## src/design/playfair_pair_cipher_top_macros.svh

```systemverilog
// assertion macros for the playfair pair cipher block
// used by modules that carry concurrent checks; no other dependencies
`ifndef PLAYFAIR_PAIR_CIPHER_TOP_MACROS_SVH
`define PLAYFAIR_PAIR_CIPHER_TOP_MACROS_SVH

// implication in the same cycle
`define PPC_ASSERT_SAME(lbl, clk, rstn, ante, cons, msg) \
  lbl: assert property (@(posedge clk) disable iff (!rstn) (ante) |-> (cons)) else $error(msg);

// implication in the next cycle
`define PPC_ASSERT_NEXT(lbl, clk, rstn, ante, cons, msg) \
  lbl: assert property (@(posedge clk) disable iff (!rstn) (ante) |=> (cons)) else $error(msg);

`endif

```

## src/design/ppc_pkg.sv

```systemverilog
// shared types, letter constants and helper functions of the playfair block
// no dependencies
package ppc_pkg;

  localparam int LetterW = 5;
  typedef logic [LetterW-1:0] letter_t;
  typedef logic [2:0]         coord_t;

  // input item codes
  localparam logic [1:0] FUNC_KEY  = 2'd0;
  localparam logic [1:0] FUNC_FILL = 2'd1;
  localparam logic [1:0] FUNC_PAIR = 2'd2;

  localparam letter_t LETTER_I    = 5'd8;
  localparam letter_t LETTER_J    = 5'd9;
  localparam letter_t LETTER_X    = 5'd23;
  localparam letter_t LETTER_Z    = 5'd25;
  localparam letter_t SQUARE_SIZE = 5'd25;
  localparam int      NumLetters  = 26;
  localparam int      SquareCells = 25;
  localparam coord_t  GRID_LAST   = 3'd4;

  // controller to datapath
  typedef struct packed {
    logic place_key;
    logic fill_start;
    logic fill_step;
    logic set_ready;
    logic capture;
    logic pos_read;
    logic sq_read;
    logic load_out;
  } ctrl_cmd_t;

  // datapath to controller
  typedef struct packed {
    logic square_ready;
    logic fill_last;
  } dp_status_t;

  // saturate to z, then fold j onto i
  function automatic letter_t fold_letter(letter_t v);
    letter_t c;
    c = (v > LETTER_Z) ? LETTER_Z : v;
    if (c == LETTER_J) c = LETTER_I;
    return c;
  endfunction

  function automatic coord_t pos_row(letter_t p);
    coord_t r;
    if (p >= 5'd20)      r = 3'd4;
    else if (p >= 5'd15) r = 3'd3;
    else if (p >= 5'd10) r = 3'd2;
    else if (p >= 5'd5)  r = 3'd1;
    else                 r = 3'd0;
    return r;
  endfunction

  function automatic coord_t pos_col(letter_t p);
    letter_t base;
    base = letter_t'(pos_row(p)) * letter_t'(5);
    return coord_t'(p - base);
  endfunction

  // one step along a row or column with wrap, forward or backward
  function automatic coord_t coord_step(coord_t v, logic dec);
    coord_t n;
    if (dec) n = (v == 3'd0) ? GRID_LAST : v - 3'd1;
    else     n = (v == GRID_LAST) ? 3'd0 : v + 3'd1;
    return n;
  endfunction

  function automatic letter_t grid_addr(coord_t row, coord_t col);
    return letter_t'(row) * letter_t'(5) + letter_t'(col);
  endfunction

endpackage

```

## src/design/playfair_pair_cipher_top.sv

```systemverilog
// top level of the playfair pair cipher block
// depends on ppc_pkg, ppc_ctrl, ppc_datapath (and through it ppc_ram)

// Playfair cipher over a 5x5 key square held in two small RAMs (letter to position
// and position to letter). Before end of key, a key letter is placed as it is accepted.
// An end-of-key item starts a walk of the 26-letter alphabet, one letter a cycle,
// which fills the free places of the square. A text pair goes through two registered
// RAM reads in sequence (the two positions, then the two square letters); a finished
// result sits in an output register, and the next item is accepted once the pair
// has left the lookup steps and the register is free. The user must write
// decrypt_mode through cfg_we_i/cfg_wdata_i only while the block is idle; the block
// does not enforce this. Before end of key, pairs come back unchanged with status 1.
module playfair_pair_cipher_top (
  input  logic               clk_i,
  input  logic               rst_ni,
  input  logic               cfg_we_i,
  input  logic               cfg_wdata_i,
  input  logic               in_valid_i,
  output logic               in_ready_o,
  input  logic [1:0]         func_i,
  input  ppc_pkg::letter_t   first_letter_i,
  input  ppc_pkg::letter_t   second_letter_i,
  input  logic               second_present_i,
  output logic               out_valid_o,
  input  logic               out_ready_i,
  output ppc_pkg::letter_t   first_out_o,
  output ppc_pkg::letter_t   second_out_o,
  output logic               status_o
);
  import ppc_pkg::*;

  ctrl_cmd_t  cmd;
  dp_status_t sts;

  // sequencing
  ppc_ctrl u_ctrl (
    .clk_i       (clk_i),
    .rst_ni      (rst_ni),
    .in_valid_i  (in_valid_i),
    .in_ready_o  (in_ready_o),
    .func_i      (func_i),
    .out_valid_o (out_valid_o),
    .out_ready_i (out_ready_i),
    .sts_i       (sts),
    .cmd_o       (cmd)
  );

  // square storage and cipher rules
  ppc_datapath u_datapath (
    .clk_i            (clk_i),
    .rst_ni           (rst_ni),
    .cmd_i            (cmd),
    .sts_o            (sts),
    .cfg_we_i         (cfg_we_i),
    .cfg_wdata_i      (cfg_wdata_i),
    .first_letter_i   (first_letter_i),
    .second_letter_i  (second_letter_i),
    .second_present_i (second_present_i),
    .first_out_o      (first_out_o),
    .second_out_o     (second_out_o),
    .status_o         (status_o)
  );

endmodule

```

## src/design/ppc_ram.sv

```systemverilog
// generic ram, one write port and two registered read ports
// no dependencies
module ppc_ram #(
  parameter int Width = 5,
  parameter int Depth = 25,
  localparam int AddrW = (Depth > 1) ? $clog2(Depth) : 1
) (
  input  logic             clk_i,
  input  logic             we_i,
  input  logic [AddrW-1:0] waddr_i,
  input  logic [Width-1:0] wdata_i,
  input  logic             re_i,
  input  logic [AddrW-1:0] raddr0_i,
  input  logic [AddrW-1:0] raddr1_i,
  output logic [Width-1:0] rdata0_o,
  output logic [Width-1:0] rdata1_o
);

  logic [Width-1:0] mem_q [Depth];
  logic [Width-1:0] rdata0_q, rdata1_q;

  // write and registered reads; read data holds while re_i is low
  always_ff @(posedge clk_i) begin
    if (we_i) begin
      mem_q[waddr_i] <= wdata_i;
    end
    if (re_i) begin
      rdata0_q <= mem_q[raddr0_i];
      rdata1_q <= mem_q[raddr1_i];
    end
  end

  assign rdata0_o = rdata0_q;
  assign rdata1_o = rdata1_q;

endmodule

```

## src/design/ppc_datapath.sv

```systemverilog
// datapath: key square build, position and square lookups, output register
// depends on ppc_pkg and ppc_ram
module ppc_datapath (
  input  logic                  clk_i,
  input  logic                  rst_ni,
  input  ppc_pkg::ctrl_cmd_t    cmd_i,
  output ppc_pkg::dp_status_t   sts_o,
  input  logic                  cfg_we_i,
  input  logic                  cfg_wdata_i,
  input  ppc_pkg::letter_t      first_letter_i,
  input  ppc_pkg::letter_t      second_letter_i,
  input  logic                  second_present_i,
  output ppc_pkg::letter_t      first_out_o,
  output ppc_pkg::letter_t      second_out_o,
  output logic                  status_o
);
  import ppc_pkg::*;

  logic [NumLetters-1:0] present_q, present_d;
  letter_t fill_q, fill_d;
  letter_t walk_q, walk_d;
  logic    ready_q, ready_d;
  logic    decrypt_q;
  letter_t raw1_q, raw2_q;
  letter_t out1_q, out2_q;
  logic    status_q;

  letter_t key_letter, place_letter, fold_a, fold_b;
  logic    place_req, place_en;
  letter_t pos_a, pos_b, sq_a, sq_b;
  letter_t sq_addr_a, sq_addr_b;
  coord_t  r1, c1, r2, c2, r1n, c1n, r2n, c2n;

  // letter to be placed: folded key letter or the alphabet walk
  assign key_letter   = fold_letter(first_letter_i);
  assign place_letter = cmd_i.fill_step ? walk_q : key_letter;
  assign place_req    = cmd_i.place_key || (cmd_i.fill_step && (walk_q != LETTER_J));
  assign place_en     = place_req && !present_q[place_letter] && (fill_q < SQUARE_SIZE);

  // pair letters for the position lookup
  assign fold_a = key_letter;
  assign fold_b = second_present_i ? fold_letter(second_letter_i) : LETTER_X;

  // square state and walk counter
  always_comb begin
    present_d = present_q;
    fill_d    = fill_q;
    walk_d    = walk_q;
    ready_d   = ready_q;
    if (place_en) begin
      present_d[place_letter] = 1'b1;
      fill_d = fill_q + 5'd1;
    end
    if (cmd_i.fill_start) walk_d = '0;
    else if (cmd_i.fill_step) walk_d = walk_q + 5'd1;
    if (cmd_i.set_ready) ready_d = 1'b1;
  end

  always_ff @(posedge clk_i or negedge rst_ni) begin
    if (!rst_ni) begin
      present_q <= '0;
      fill_q    <= '0;
      walk_q    <= '0;
      ready_q   <= 1'b0;
      decrypt_q <= 1'b0;
    end else begin
      present_q <= present_d;
      fill_q    <= fill_d;
      walk_q    <= walk_d;
      ready_q   <= ready_d;
      if (cfg_we_i) decrypt_q <= cfg_wdata_i;
    end
  end

  // letter to position table
  ppc_ram #(.Width(LetterW), .Depth(NumLetters)) u_pos_ram (
    .clk_i    (clk_i),
    .we_i     (place_en),
    .waddr_i  (place_letter),
    .wdata_i  (fill_q),
    .re_i     (cmd_i.pos_read),
    .raddr0_i (fold_a),
    .raddr1_i (fold_b),
    .rdata0_o (pos_a),
    .rdata1_o (pos_b)
  );

  // playfair rules on the two positions
  always_comb begin
    r1 = pos_row(pos_a);
    c1 = pos_col(pos_a);
    r2 = pos_row(pos_b);
    c2 = pos_col(pos_b);
    if (r1 == r2) begin
      r1n = r1;
      r2n = r2;
      c1n = coord_step(c1, decrypt_q);
      c2n = coord_step(c2, decrypt_q);
    end else if (c1 == c2) begin
      r1n = coord_step(r1, decrypt_q);
      r2n = coord_step(r2, decrypt_q);
      c1n = c1;
      c2n = c2;
    end else begin
      r1n = r1;
      r2n = r2;
      c1n = c2;
      c2n = c1;
    end
  end

  assign sq_addr_a = grid_addr(r1n, c1n);
  assign sq_addr_b = grid_addr(r2n, c2n);

  // key square contents
  ppc_ram #(.Width(LetterW), .Depth(SquareCells)) u_sq_ram (
    .clk_i    (clk_i),
    .we_i     (place_en),
    .waddr_i  (fill_q),
    .wdata_i  (place_letter),
    .re_i     (cmd_i.sq_read),
    .raddr0_i (sq_addr_a),
    .raddr1_i (sq_addr_b),
    .rdata0_o (sq_a),
    .rdata1_o (sq_b)
  );

  // raw pair kept for pass-through and output register
  always_ff @(posedge clk_i) begin
    if (cmd_i.capture) begin
      raw1_q <= first_letter_i;
      raw2_q <= second_present_i ? second_letter_i : LETTER_X;
    end
    if (cmd_i.load_out) begin
      out1_q   <= ready_q ? sq_a : raw1_q;
      out2_q   <= ready_q ? sq_b : raw2_q;
      status_q <= !ready_q;
    end
  end

  assign sts_o.square_ready = ready_q;
  assign sts_o.fill_last    = (walk_q == LETTER_Z);
  assign first_out_o        = out1_q;
  assign second_out_o       = out2_q;
  assign status_o           = status_q;

endmodule

```

## src/design/ppc_ctrl.sv

```systemverilog
// controller: item decode, fill walk sequencing, pair lookup steps, output valid
// depends on ppc_pkg and the assertion macro header
`include "playfair_pair_cipher_top_macros.svh"

module ppc_ctrl (
  input  logic                clk_i,
  input  logic                rst_ni,
  input  logic                in_valid_i,
  output logic                in_ready_o,
  input  logic [1:0]          func_i,
  output logic                out_valid_o,
  input  logic                out_ready_i,
  input  ppc_pkg::dp_status_t sts_i,
  output ppc_pkg::ctrl_cmd_t  cmd_o
);
  import ppc_pkg::*;

  localparam logic [1:0] ST_IDLE = 2'd0;
  localparam logic [1:0] ST_FILL = 2'd1;
  localparam logic [1:0] ST_SQ   = 2'd2;
  localparam logic [1:0] ST_DONE = 2'd3;

  logic [1:0] state_q, state_d;
  logic       out_valid_q, out_valid_d;
  logic       in_xfer;

  assign in_ready_o = (state_q == ST_IDLE);
  assign in_xfer    = in_valid_i && in_ready_o;

  // next state and commands
  always_comb begin
    state_d = state_q;
    cmd_o   = '0;
    case (state_q)
      ST_IDLE: begin
        if (in_xfer) begin
          case (func_i)
            FUNC_KEY: begin
              cmd_o.place_key = !sts_i.square_ready;
            end
            FUNC_FILL: begin
              if (!sts_i.square_ready) begin
                cmd_o.fill_start = 1'b1;
                state_d = ST_FILL;
              end
            end
            FUNC_PAIR: begin
              cmd_o.capture  = 1'b1;
              cmd_o.pos_read = 1'b1;
              state_d = ST_SQ;
            end
            default: begin
              state_d = ST_IDLE;
            end
          endcase
        end
      end
      ST_FILL: begin
        cmd_o.fill_step = 1'b1;
        if (sts_i.fill_last) begin
          cmd_o.set_ready = 1'b1;
          state_d = ST_IDLE;
        end
      end
      ST_SQ: begin
        cmd_o.sq_read = 1'b1;
        state_d = ST_DONE;
      end
      ST_DONE: begin
        if (!out_valid_q || out_ready_i) begin
          cmd_o.load_out = 1'b1;
          state_d = ST_IDLE;
        end
      end
      default: begin
        state_d = ST_IDLE;
      end
    endcase
  end

  // output valid: set on load, cleared on transfer
  always_comb begin
    out_valid_d = out_valid_q;
    if (cmd_o.load_out) out_valid_d = 1'b1;
    else if (out_ready_i) out_valid_d = 1'b0;
  end

  always_ff @(posedge clk_i or negedge rst_ni) begin
    if (!rst_ni) begin
      state_q     <= ST_IDLE;
      out_valid_q <= 1'b0;
    end else begin
      state_q     <= state_d;
      out_valid_q <= out_valid_d;
    end
  end

  assign out_valid_o = out_valid_q;

  // checks
  `PPC_ASSERT_SAME(a_no_overwrite, clk_i, rst_ni, cmd_o.load_out, !out_valid_q || out_ready_i, "result overwritten before transfer")
  `PPC_ASSERT_NEXT(a_fill_ends_ready, clk_i, rst_ni, (state_q == ST_FILL) && sts_i.fill_last, sts_i.square_ready && (state_q == ST_IDLE), "fill walk ended without ready square")
  `PPC_ASSERT_NEXT(a_ready_sticks, clk_i, rst_ni, sts_i.square_ready, sts_i.square_ready, "square ready dropped")
  `PPC_ASSERT_NEXT(a_pair_lookup, clk_i, rst_ni, state_q == ST_SQ, state_q == ST_DONE, "square lookup step skipped")

endmodule

```

## config.mk

```make
export PLATFORM = sky130hd
export DESIGN_NAME = playfair_pair_cipher_top
export DESIGN_NICKNAME = d
export VERILOG_FILES = /design/src/design/ppc_pkg.sv /design/src/design/playfair_pair_cipher_top.sv /design/src/design/ppc_ram.sv /design/src/design/ppc_datapath.sv /design/src/design/ppc_ctrl.sv
export VERILOG_INCLUDE_DIRS = /design/src /design/src/design
export SDC_FILE = /design/constraint.sdc
export NUM_CORES = 1
export LEC_CHECK = 0
export ABC_AREA = 1
export BUFFER_PORTS_ARGS = -buffer_cell sky130_fd_sc_hd__buf_2
export CAP_MARGIN = 10
export CORE_MARGIN = 10
export CORE_UTILIZATION = 56
export DETAILED_ROUTE_END_ITERATION = 16
export PLACE_DENSITY = 0.75
export SLEW_MARGIN = 20
export SYNTH_ARGS = -nofsm -noshare
export SYNTH_HDL_FRONTEND = slang
export SYNTH_SLANG_ARGS = --single-unit
```

## constraint.sdc

```tcl
create_clock -name clk_i -period 5.55 [get_ports clk_i]
set_input_delay 0.8325 -clock clk_i [delete_from_list [all_inputs] [get_ports clk_i]]
set_output_delay 0.8325 -clock clk_i [all_outputs]
set_load 0.02 [all_outputs]
```

==> flow_metrics.env, run 1 <==
export IMPL_cts_tree="done"
export IMPL_dp_cells=2354
export IMPL_yosys_top_cells_count="nand2_1, edfxtp_1, inv_1"
export IMPL_synth_edff_count=296
export IMPL_critPathSlowestCell="fa_2"
export IMPL_cap_violations=0
export IMPL_crit_family="adder cells"
export IMPL_antenna_found_initial=1
export IMPL_synthCells=2000
export IMPL_fin_cells=2428
export IMPL_die_w_um=199.3
export IMPL_cts_sinks=337
export IMPL_place_hpwl_um=33110
export IMPL_timing_setup_tns_ps=0
export IMPL_worstPathArrival_ps=5510
export IMPL_grt_overflow_total=0
export IMPL_drv_slew=0
export IMPL_synth_top_area_share_pct=49.36
export IMPL_dp_slack_ps=-51.76
export IMPL_tightest_slew_ps=1059
export IMPL_total_power_mw=10.90
export IMPL_required_ps=5820
export IMPL_fin_area_mm2=0.01997
export IMPL_worstSkewPairLatency_ps=530
export IMPL_synth_top_flop_cell="edfxtp_1"
export IMPL_path_buf_inv=8
export IMPL_hold_buffers=0
export IMPL_fin_ws_ps=310.4
export IMPL_clk_path_buf_depth=3
export IMPL_vias=14990
export IMPL_gp_congestion=0.9057
export IMPL_status="complete, no violations"
export IMPL_yosys_area_top_type="edfxtp_1"
export IMPL_ys_seq_area_share_pct=55.05
export IMPL_grt_pass1_wl_um=76420
export IMPL_route_antenna_remaining_nets=0
export IMPL_grt_max_degree=71
export IMPL_design_core_area_mm2=0.03164
export IMPL_htreeDepth=2
export IMPL_path_common_cell="nand2_1"
export IMPL_yosysMostFrequentCell="nand2_1"
export IMPL_critPathMaxStageDelay_ps=600
export IMPL_worstReg2RegStart="u_datapath.u_pos_ram.rdata0_o[1]$_DFFE_PP_"
export IMPL_min_period_ps=5240
export IMPL_die_h_um=199.3
export IMPL_path_clk_slew_ps=60
export IMPL_diodes=0
export IMPL_max_freq_mhz=190.9
export IMPL_reg2reg_slack_ps=310
export IMPL_r2r_end="u_datapath.u_sq_ram.rdata1_o[2]$_DFFE_PP_"
export IMPL_fp_dieArea_mm2=0.03973
export IMPL_hold_viol_final=0
export IMPL_synthesis_nets=2055
export IMPL_hold_class="input port to asynchronous set/reset pin"
export IMPL_postSynth_asyncResetShare_pct=12.17
export IMPL_vias_per_cell=6.174
export IMPL_ys_seq_elements=337
export IMPL_crit_fanout=11
export IMPL_placed_cell_area_mm2=0.01854
export IMPL_ios=32
export IMPL_power_density_mw_per_mm2=545.7
export IMPL_grt_use_total_pct=24.56
export IMPL_initialDrtViolationCount=1662
export IMPL_finClkSkew_ps=29.84
export IMPL_cts_root_buf="clkbuf_16"
export IMPL_grt_pass1_vias=14060
export IMPL_synth_cell_types=37
export IMPL_netlist_area_mm2=0.01801
export IMPL_wirelength_um=49390
export IMPL_portBuffers=31
export IMPL_synth_top_cells_by_area="edfxtp_1, nand2_1, nand3_1"
export IMPL_leakagePower_nw=7.971
export IMPL_routedWlPerCell_um=20.34
export IMPL_syn_avg_cell_area_um2=9.004
export IMPL_crit_type="flip-flop to flip-flop"
export IMPL_rows=65
export IMPL_area_delta_synth_final_pct=10.91
export IMPL_max_slew_margin_pct=28.72
export IMPL_setup_violations=0
export IMPL_numCtsBuffers=37
export IMPL_dr_pass1_iters=8
export IMPL_fin_nets=2052
export IMPL_route_detailed_drc=0
export IMPL_start_util_pct=56.92
export IMPL_endpoint_kind="flip-flop"
export IMPL_drive_above_1_share_pct=9.131
export IMPL_ys_warnings_count=0
export IMPL_startpoint_type="flip-flop"
export IMPL_period_share_pct=94.41
export IMPL_r2r_cells=29
export IMPL_ir_drop_mv=0.4548
[flip-flops by register name, summed over array words and instances (netlist names), 2 cells and up]
signal,count
u_datapath.u_sq_ram.mem_q,125
u_datapath.u_sq_ram.rdata1_o,5
u_datapath.present_q,26
u_datapath.fill_q,5
u_datapath.first_out_o,5
u_ctrl.state_q,2
u_datapath.raw2_q,5
u_datapath.raw1_q,5
u_datapath.u_pos_ram.rdata0_o,5
u_datapath.u_pos_ram.rdata1_o,5
u_datapath.u_pos_ram.mem_q,130
u_datapath.second_out_o,5
u_datapath.u_sq_ram.rdata0_o,5
u_datapath.walk_q,5
[how the worst max path moves through the flow]
stage	start	endpoint	slack [ps]	cells past startpoint
3_3_place_gp	u_datapath.u_pos_ram.rdata0_o[1]$_DFFE_PP_	u_datapath.u_sq_ram.rdata1_o[2]$_DFFE_PP_	250	30
6_report	u_datapath.u_pos_ram.rdata0_o[1]$_DFFE_PP_	u_datapath.u_sq_ram.rdata1_o[2]$_DFFE_PP_	310	29
3_5_place_dp	u_datapath.u_pos_ram.rdata0_o[1]$_DFFE_PP_	u_datapath.u_sq_ram.rdata1_o[2]$_DFFE_PP_	-50	30
5_1_grt	u_datapath.u_pos_ram.rdata0_o[1]$_DFFE_PP_	u_datapath.u_sq_ram.rdata1_o[2]$_DFFE_PP_	-6	29
4_1_cts	u_datapath.u_pos_ram.rdata0_o[1]$_DFFE_PP_	u_datapath.u_sq_ram.rdata0_o[3]$_DFFE_PP_	80	32
2_1_floorplan	u_datapath.u_pos_ram.rdata0_o[1]$_DFFE_PP_	u_datapath.u_sq_ram.rdata1_o[4]$_DFFE_PP_	260	31
[layout make-up]
class	instances	area, um2
fillers	2510	11660
flip-flops and latches	337	9915
multi-input cells	1296	6728
clock buffers	45	998.5
inverters	252	952.2
repair buffers	72	549.3
well taps	402	503.0
clock inverters	23	320.3
repair inverters	1	7.507
[layout by cell type (no fill, tap or decap), drive strengths merged]
cell type / netlist / routed
clkinv: 1 / 12
clkbuf: 92 / 45
nor2: 141 / 141
or2: 4 / 4
nand2: 323 / 323
o22ai: 1 / 1
xor2: 8 / 8
a21oi: 175 / 175
buf: 23 / 72
nand4: 7 / 7
fa: 4 / 4
o21ai: 228 / 228
ha: 32 / 32
o211ai: 101 / 101
nor4: 2 / 2
a221oi: 1 / 1
a31oi: 11 / 11
dfrtp: 41 / 41
xnor2: 5 / 5
inv: 251 / 252
o21bai: 5 / 5
nand3b: 2 / 2
clkinvlp: 0 / 4
bufinv: 0 / 8
o21a: 2 / 2
nand3: 230 / 230
nor3: 14 / 14
edfxtp: 296 / 296
[metal layers]
metal	global-route usage [%]	up-vias	part of all wire, %
li1	-	6927	-
met1	32.58	7032	40
met2	40.28	910	47
met3	3.717	120	10
met4	8.590	2	3.2
met5	0	-	0.026
[worst register-to-register path: cells and delay by family (launching register included)]
kind                     cells  cell delay, ps
AO/OA/AOI/OAI                4             580
buffers and inverters        8             850
XOR/XNOR                     1             210
AND/OR/NAND/NOR             11            1100
adder cells (fa/ha/maj)      5            1790
flip-flops                   1             470
[logic make-up (layout without fill, tap and decap cells)]
logic type                 after synthesis  in the layout  synth area share (%)
and+or+nand+nor                        723            723                 17.40
DFF                                    337            337                 55.05
xor gates and xnor gates                13             13                0.6323
buffers and inverters                  367            393                 7.907
AOI/OAI and AO/OA                      524            524                 16.33
adders and majority gates               36             36                 2.668
[per-stage QoR]
stage / utilization, % / hold WS [ps]
final: 63.13 / 233.2
after global routing: 63.13 / 237.0
after CTS: 62.83 / 454.3
after detailed placement: 58.59 / 441.3
after global placement: 58.59 / 436.8
after floorplan: - / 422.3
[power breakdown]
group	switching, mW	total, mW	internal (mW)
sequential	0.138	3.41	3.27
combinational	3.37	4.83	1.45
clock	1.01	2.66	1.66
total	4.52	10.9	6.38
[repair_timing]
item,in CTS,in global routing
resized for setup,4,14
endpoints found under the setup margin,5,10
pin swaps,0,2
buffers inserted,1,3
gates cloned,1,0
Power figures use the tool's default switching activity.
==> run 2: changes to the inputs <==
--- a/config.mk
+++ b/config.mk
@@ -9,10 +9,10 @@
 export ABC_AREA = 1
 export BUFFER_PORTS_ARGS = -buffer_cell sky130_fd_sc_hd__buf_2
 export CAP_MARGIN = 10
-export CORE_MARGIN = 10
+export CORE_MARGIN = 2
 export CORE_UTILIZATION = 56
 export DETAILED_ROUTE_END_ITERATION = 16
-export PLACE_DENSITY = 0.75
+export PLACE_DENSITY = 0.72
 export SLEW_MARGIN = 20
 export SYNTH_ARGS = -nofsm -noshare
 export SYNTH_HDL_FRONTEND = slang
==> constraint.sdc (replaced) <==
create_clock -name clk_i -period 6.05 [get_ports clk_i]
set_input_delay 0.9075 -clock clk_i [delete_from_list [all_inputs] [get_ports clk_i]]
set_output_delay 0.9075 -clock clk_i [all_outputs]
set_load 0.02 [all_outputs]
==> run 2 against run 1 <==
Core utilization decreased by 0.98 points. Setup slack improved by 150 ps. Power decreased by 11%. First-iteration DRC count increased by 15%. Routed wire length decreased by 1.8%. Register-to-register slack improved by 150 ps. Critical path depth unchanged. Clock power decreased by 20%. Highest routed layer is now met4. Combinational power decreased by 8.9%. Sequential power decreased by 8.2%.
==> flow_metrics.env, run 2 (same netlist as run 1, synthesis figures left out) <==
export IMPL_min_period_ps=5594
export IMPL_p_int_mw=5.490
export IMPL_crit_fanout=8
export IMPL_drv_slew=0
export IMPL_grtUsageMet3_pct=5.659
export IMPL_area_delta_synth_final_pct=9.192
export IMPL_place_hpwl_um=33250
export IMPL_leakagePower_nw=7.810
export IMPL_clkPwrFrac_pct=22.0
export IMPL_cts_tree="done"
export IMPL_vias_per_cell=6.052
export IMPL_numCtsBuffers=37
export IMPL_cts_root_buf="clkbuf_16"
export IMPL_endpoint="u_datapath.u_sq_ram.rdata1_o[0]$_DFFE_PP_"
export IMPL_finClkSkew_ps=14.70
export IMPL_crit_path_start="u_datapath.u_pos_ram.rdata0_o[1]$_DFFE_PP_"
export IMPL_initialDrtViolationCount=1908
export IMPL_hold_viol_final=0
export IMPL_antenna_found_initial=0
export IMPL_worstPathArrival_ps=5870
export IMPL_grt_setup_unrepaired="false"
export IMPL_clk_path_buf_depth=3
export IMPL_reg2reg_slack_ps=460
export IMPL_diodes=0
export IMPL_p_switching_mw=4.164
export IMPL_routedWlPerCell_um=20.08
export IMPL_p_seq_share_pct=32.4
export IMPL_route_antenna_remaining_nets=0
export IMPL_regMostFlops="u_datapath.u_pos_ram.mem_q"
export IMPL_top_regs="u_datapath.u_pos_ram.mem_q (130), u_datapath.u_sq_ram.mem_q (125), u_datapath.present_q (26)"
export IMPL_timing_setup_tns_ps=0
export IMPL_startpoint_type="flip-flop"
export IMPL_fp_dieArea_mm2=0.03361
export IMPL_worstReg2RegStart="u_datapath.u_pos_ram.rdata0_o[1]$_DFFE_PP_"
export IMPL_grt_max_degree=123
export IMPL_grt_pass1_vias=13300
export IMPL_path_common_cell="nand2_1"
export IMPL_hold_buffers=0
export IMPL_rows=65
export IMPL_gp_congestion=0.9707
export IMPL_portBuffers=31
export IMPL_crit_type="flip-flop to flip-flop"
export IMPL_die_w_um=183.3
export IMPL_met2_usage_pct=44.94
export IMPL_endpoint_kind="flip-flop"
export IMPL_cap_violations=0
export IMPL_fin_nets=2039
export IMPL_critPathSlowestCell="fa_2"
export IMPL_design_core_area_mm2=0.03164
export IMPL_grt_pass1_wl_um=73860
export IMPL_critPathMaxStageDelay_ps=720
export IMPL_switching_share_pct=43.13
export IMPL_r2r_cells=29
export IMPL_wirelength_um=48490
export IMPL_vias=14620
export IMPL_required_ps=6330
export IMPL_start_util_pct=56.92
export IMPL_drive_above_1_share_pct=8.346
export IMPL_max_slew_margin_pct=26.29
export IMPL_period_share_pct=92.46
export IMPL_placed_cell_area_mm2=0.01847
export IMPL_route_detailed_drc=0
export IMPL_gr_usage_met1_pct=40.34
export IMPL_mostFrequentLayoutCell="nand2_1"
export IMPL_hold_class="input port to asynchronous set/reset pin"
export IMPL_worstSkewPairLatency_ps=520
export IMPL_die_h_um=183.3
export IMPL_dp_slack_ps=174.4
export IMPL_busiest_layer="met2"
export IMPL_htreeDepth=2
export IMPL_ir_drop_mv=0.2717
export IMPL_final_cell_mix="nand2_1, edfxtp_1, inv_1"
export IMPL_fin_area_mm2=0.01966
export IMPL_status="complete, no violations"
export IMPL_ios=32
export IMPL_power_density_mw_per_mm2=491.0
export IMPL_grt_overflow_total=0
export IMPL_cts_sinks=337
export IMPL_setup_violations=0
export IMPL_dr_pass1_iters=7
export IMPL_r2r_end="u_datapath.u_sq_ram.rdata1_o[0]$_DFFE_PP_"
export IMPL_tightest_slew_ps=1106
export IMPL_grt_use_total_pct=28.69
export IMPL_fin_ws_ps=456.2
export IMPL_path_clk_slew_ps=60
export IMPL_largest_reg_flops=130
export IMPL_max_freq_mhz=178.8
export IMPL_p_comb_share_pct=45.6
## run 2: changes by cell type in the layout (fill, tap and decap cells not counted), moves of 2 or more
cell	previous run	this run
clkinv_1	7	9
a21oi_1	170	172
buf_4	33	22
nand2_2	11	13
bufinv_16	8	1
clkinvlp_4	4	6
clkinv_2	5	10
a21oi_2	5	3
## run 2: worst max-delay path: cells and delay by family (launching register included)
family	cells	cell delay, ps
buf+inv	7	840
compound gates	4	680
xor+xnor	1	160
flops	1	440
fa+ha+maj	5	1920
simple gates	12	1300
## run 2: timing repair
action                                  4_1_cts  5_1_grt
endpoints found under the setup margin        0       10
resized for setup                             0       12
buffers inserted                              0        1
## run 2: routing by layer
layer | vias up | part of all wire [%]
met5 | - | 0
met4 | 0 | 3.3
met3 | 104 | 10
met2 | 767 | 45
met1 | 6840 | 41
li1 | 6905 | -
## run 2: worst min-delay path by stage
stage               cells past startpoint                            startpoint                                   end  slack [ps]
floorplan                               2  u_datapath.present_q[22]$_DFFE_PN0P_  u_datapath.present_q[22]$_DFFE_PN0P_         420
global placement                        2  u_datapath.present_q[10]$_DFFE_PN0P_  u_datapath.present_q[10]$_DFFE_PN0P_         440
detailed placement                      2  u_datapath.present_q[10]$_DFFE_PN0P_  u_datapath.present_q[10]$_DFFE_PN0P_         440
CTS                                     2  u_datapath.present_q[10]$_DFFE_PN0P_  u_datapath.present_q[10]$_DFFE_PN0P_         450
global route                            1                                rst_ni  u_datapath.present_q[15]$_DFFE_PN0P_         430
finish                                  1                                rst_ni   u_datapath.present_q[3]$_DFFE_PN0P_         380
## run 2: power by group through the flow
stage / clock (mW) / sequential, mW / combinational, mW
floorplan: 0 / 3.16 / 2.90
global placement: 0 / 3.17 / 4.12
detailed placement: 0 / 3.18 / 4.18
CTS: 2.15 / 3.13 / 4.19
global route: 2.24 / 3.15 / 4.79
finish: 2.12 / 3.13 / 4.40
## run 2: metrics by stage
| stage | cells | power [mW] | util, % | hold slack, ps |
|---|---|---|---|---|
| 2_1_floorplan | 2000 | 6.058 | - | 422.3 |
| 3_3_place_gp | 2343 | 7.295 | 58.37 | 437.5 |
| 3_5_place_dp | 2343 | 7.353 | 58.37 | 439.2 |
| 4_1_cts | 2411 | 9.471 | 61.98 | 453.7 |
| 5_1_grt | 2415 | 10.18 | 62.16 | 431.0 |
| 6_report | 2415 | 9.654 | 62.16 | 384.4 |
## run 2: cell type report
type	instances	area, um2
fill	2570	11970
sequential	337	9916
multi-input combinational	1296	6711
clock buffer	47	1016
inverter	252	953.4
tap	402	503.0
timing repair buffer	57	415.4
clock inverter	21	126.4
timing repair inverter	3	22.52
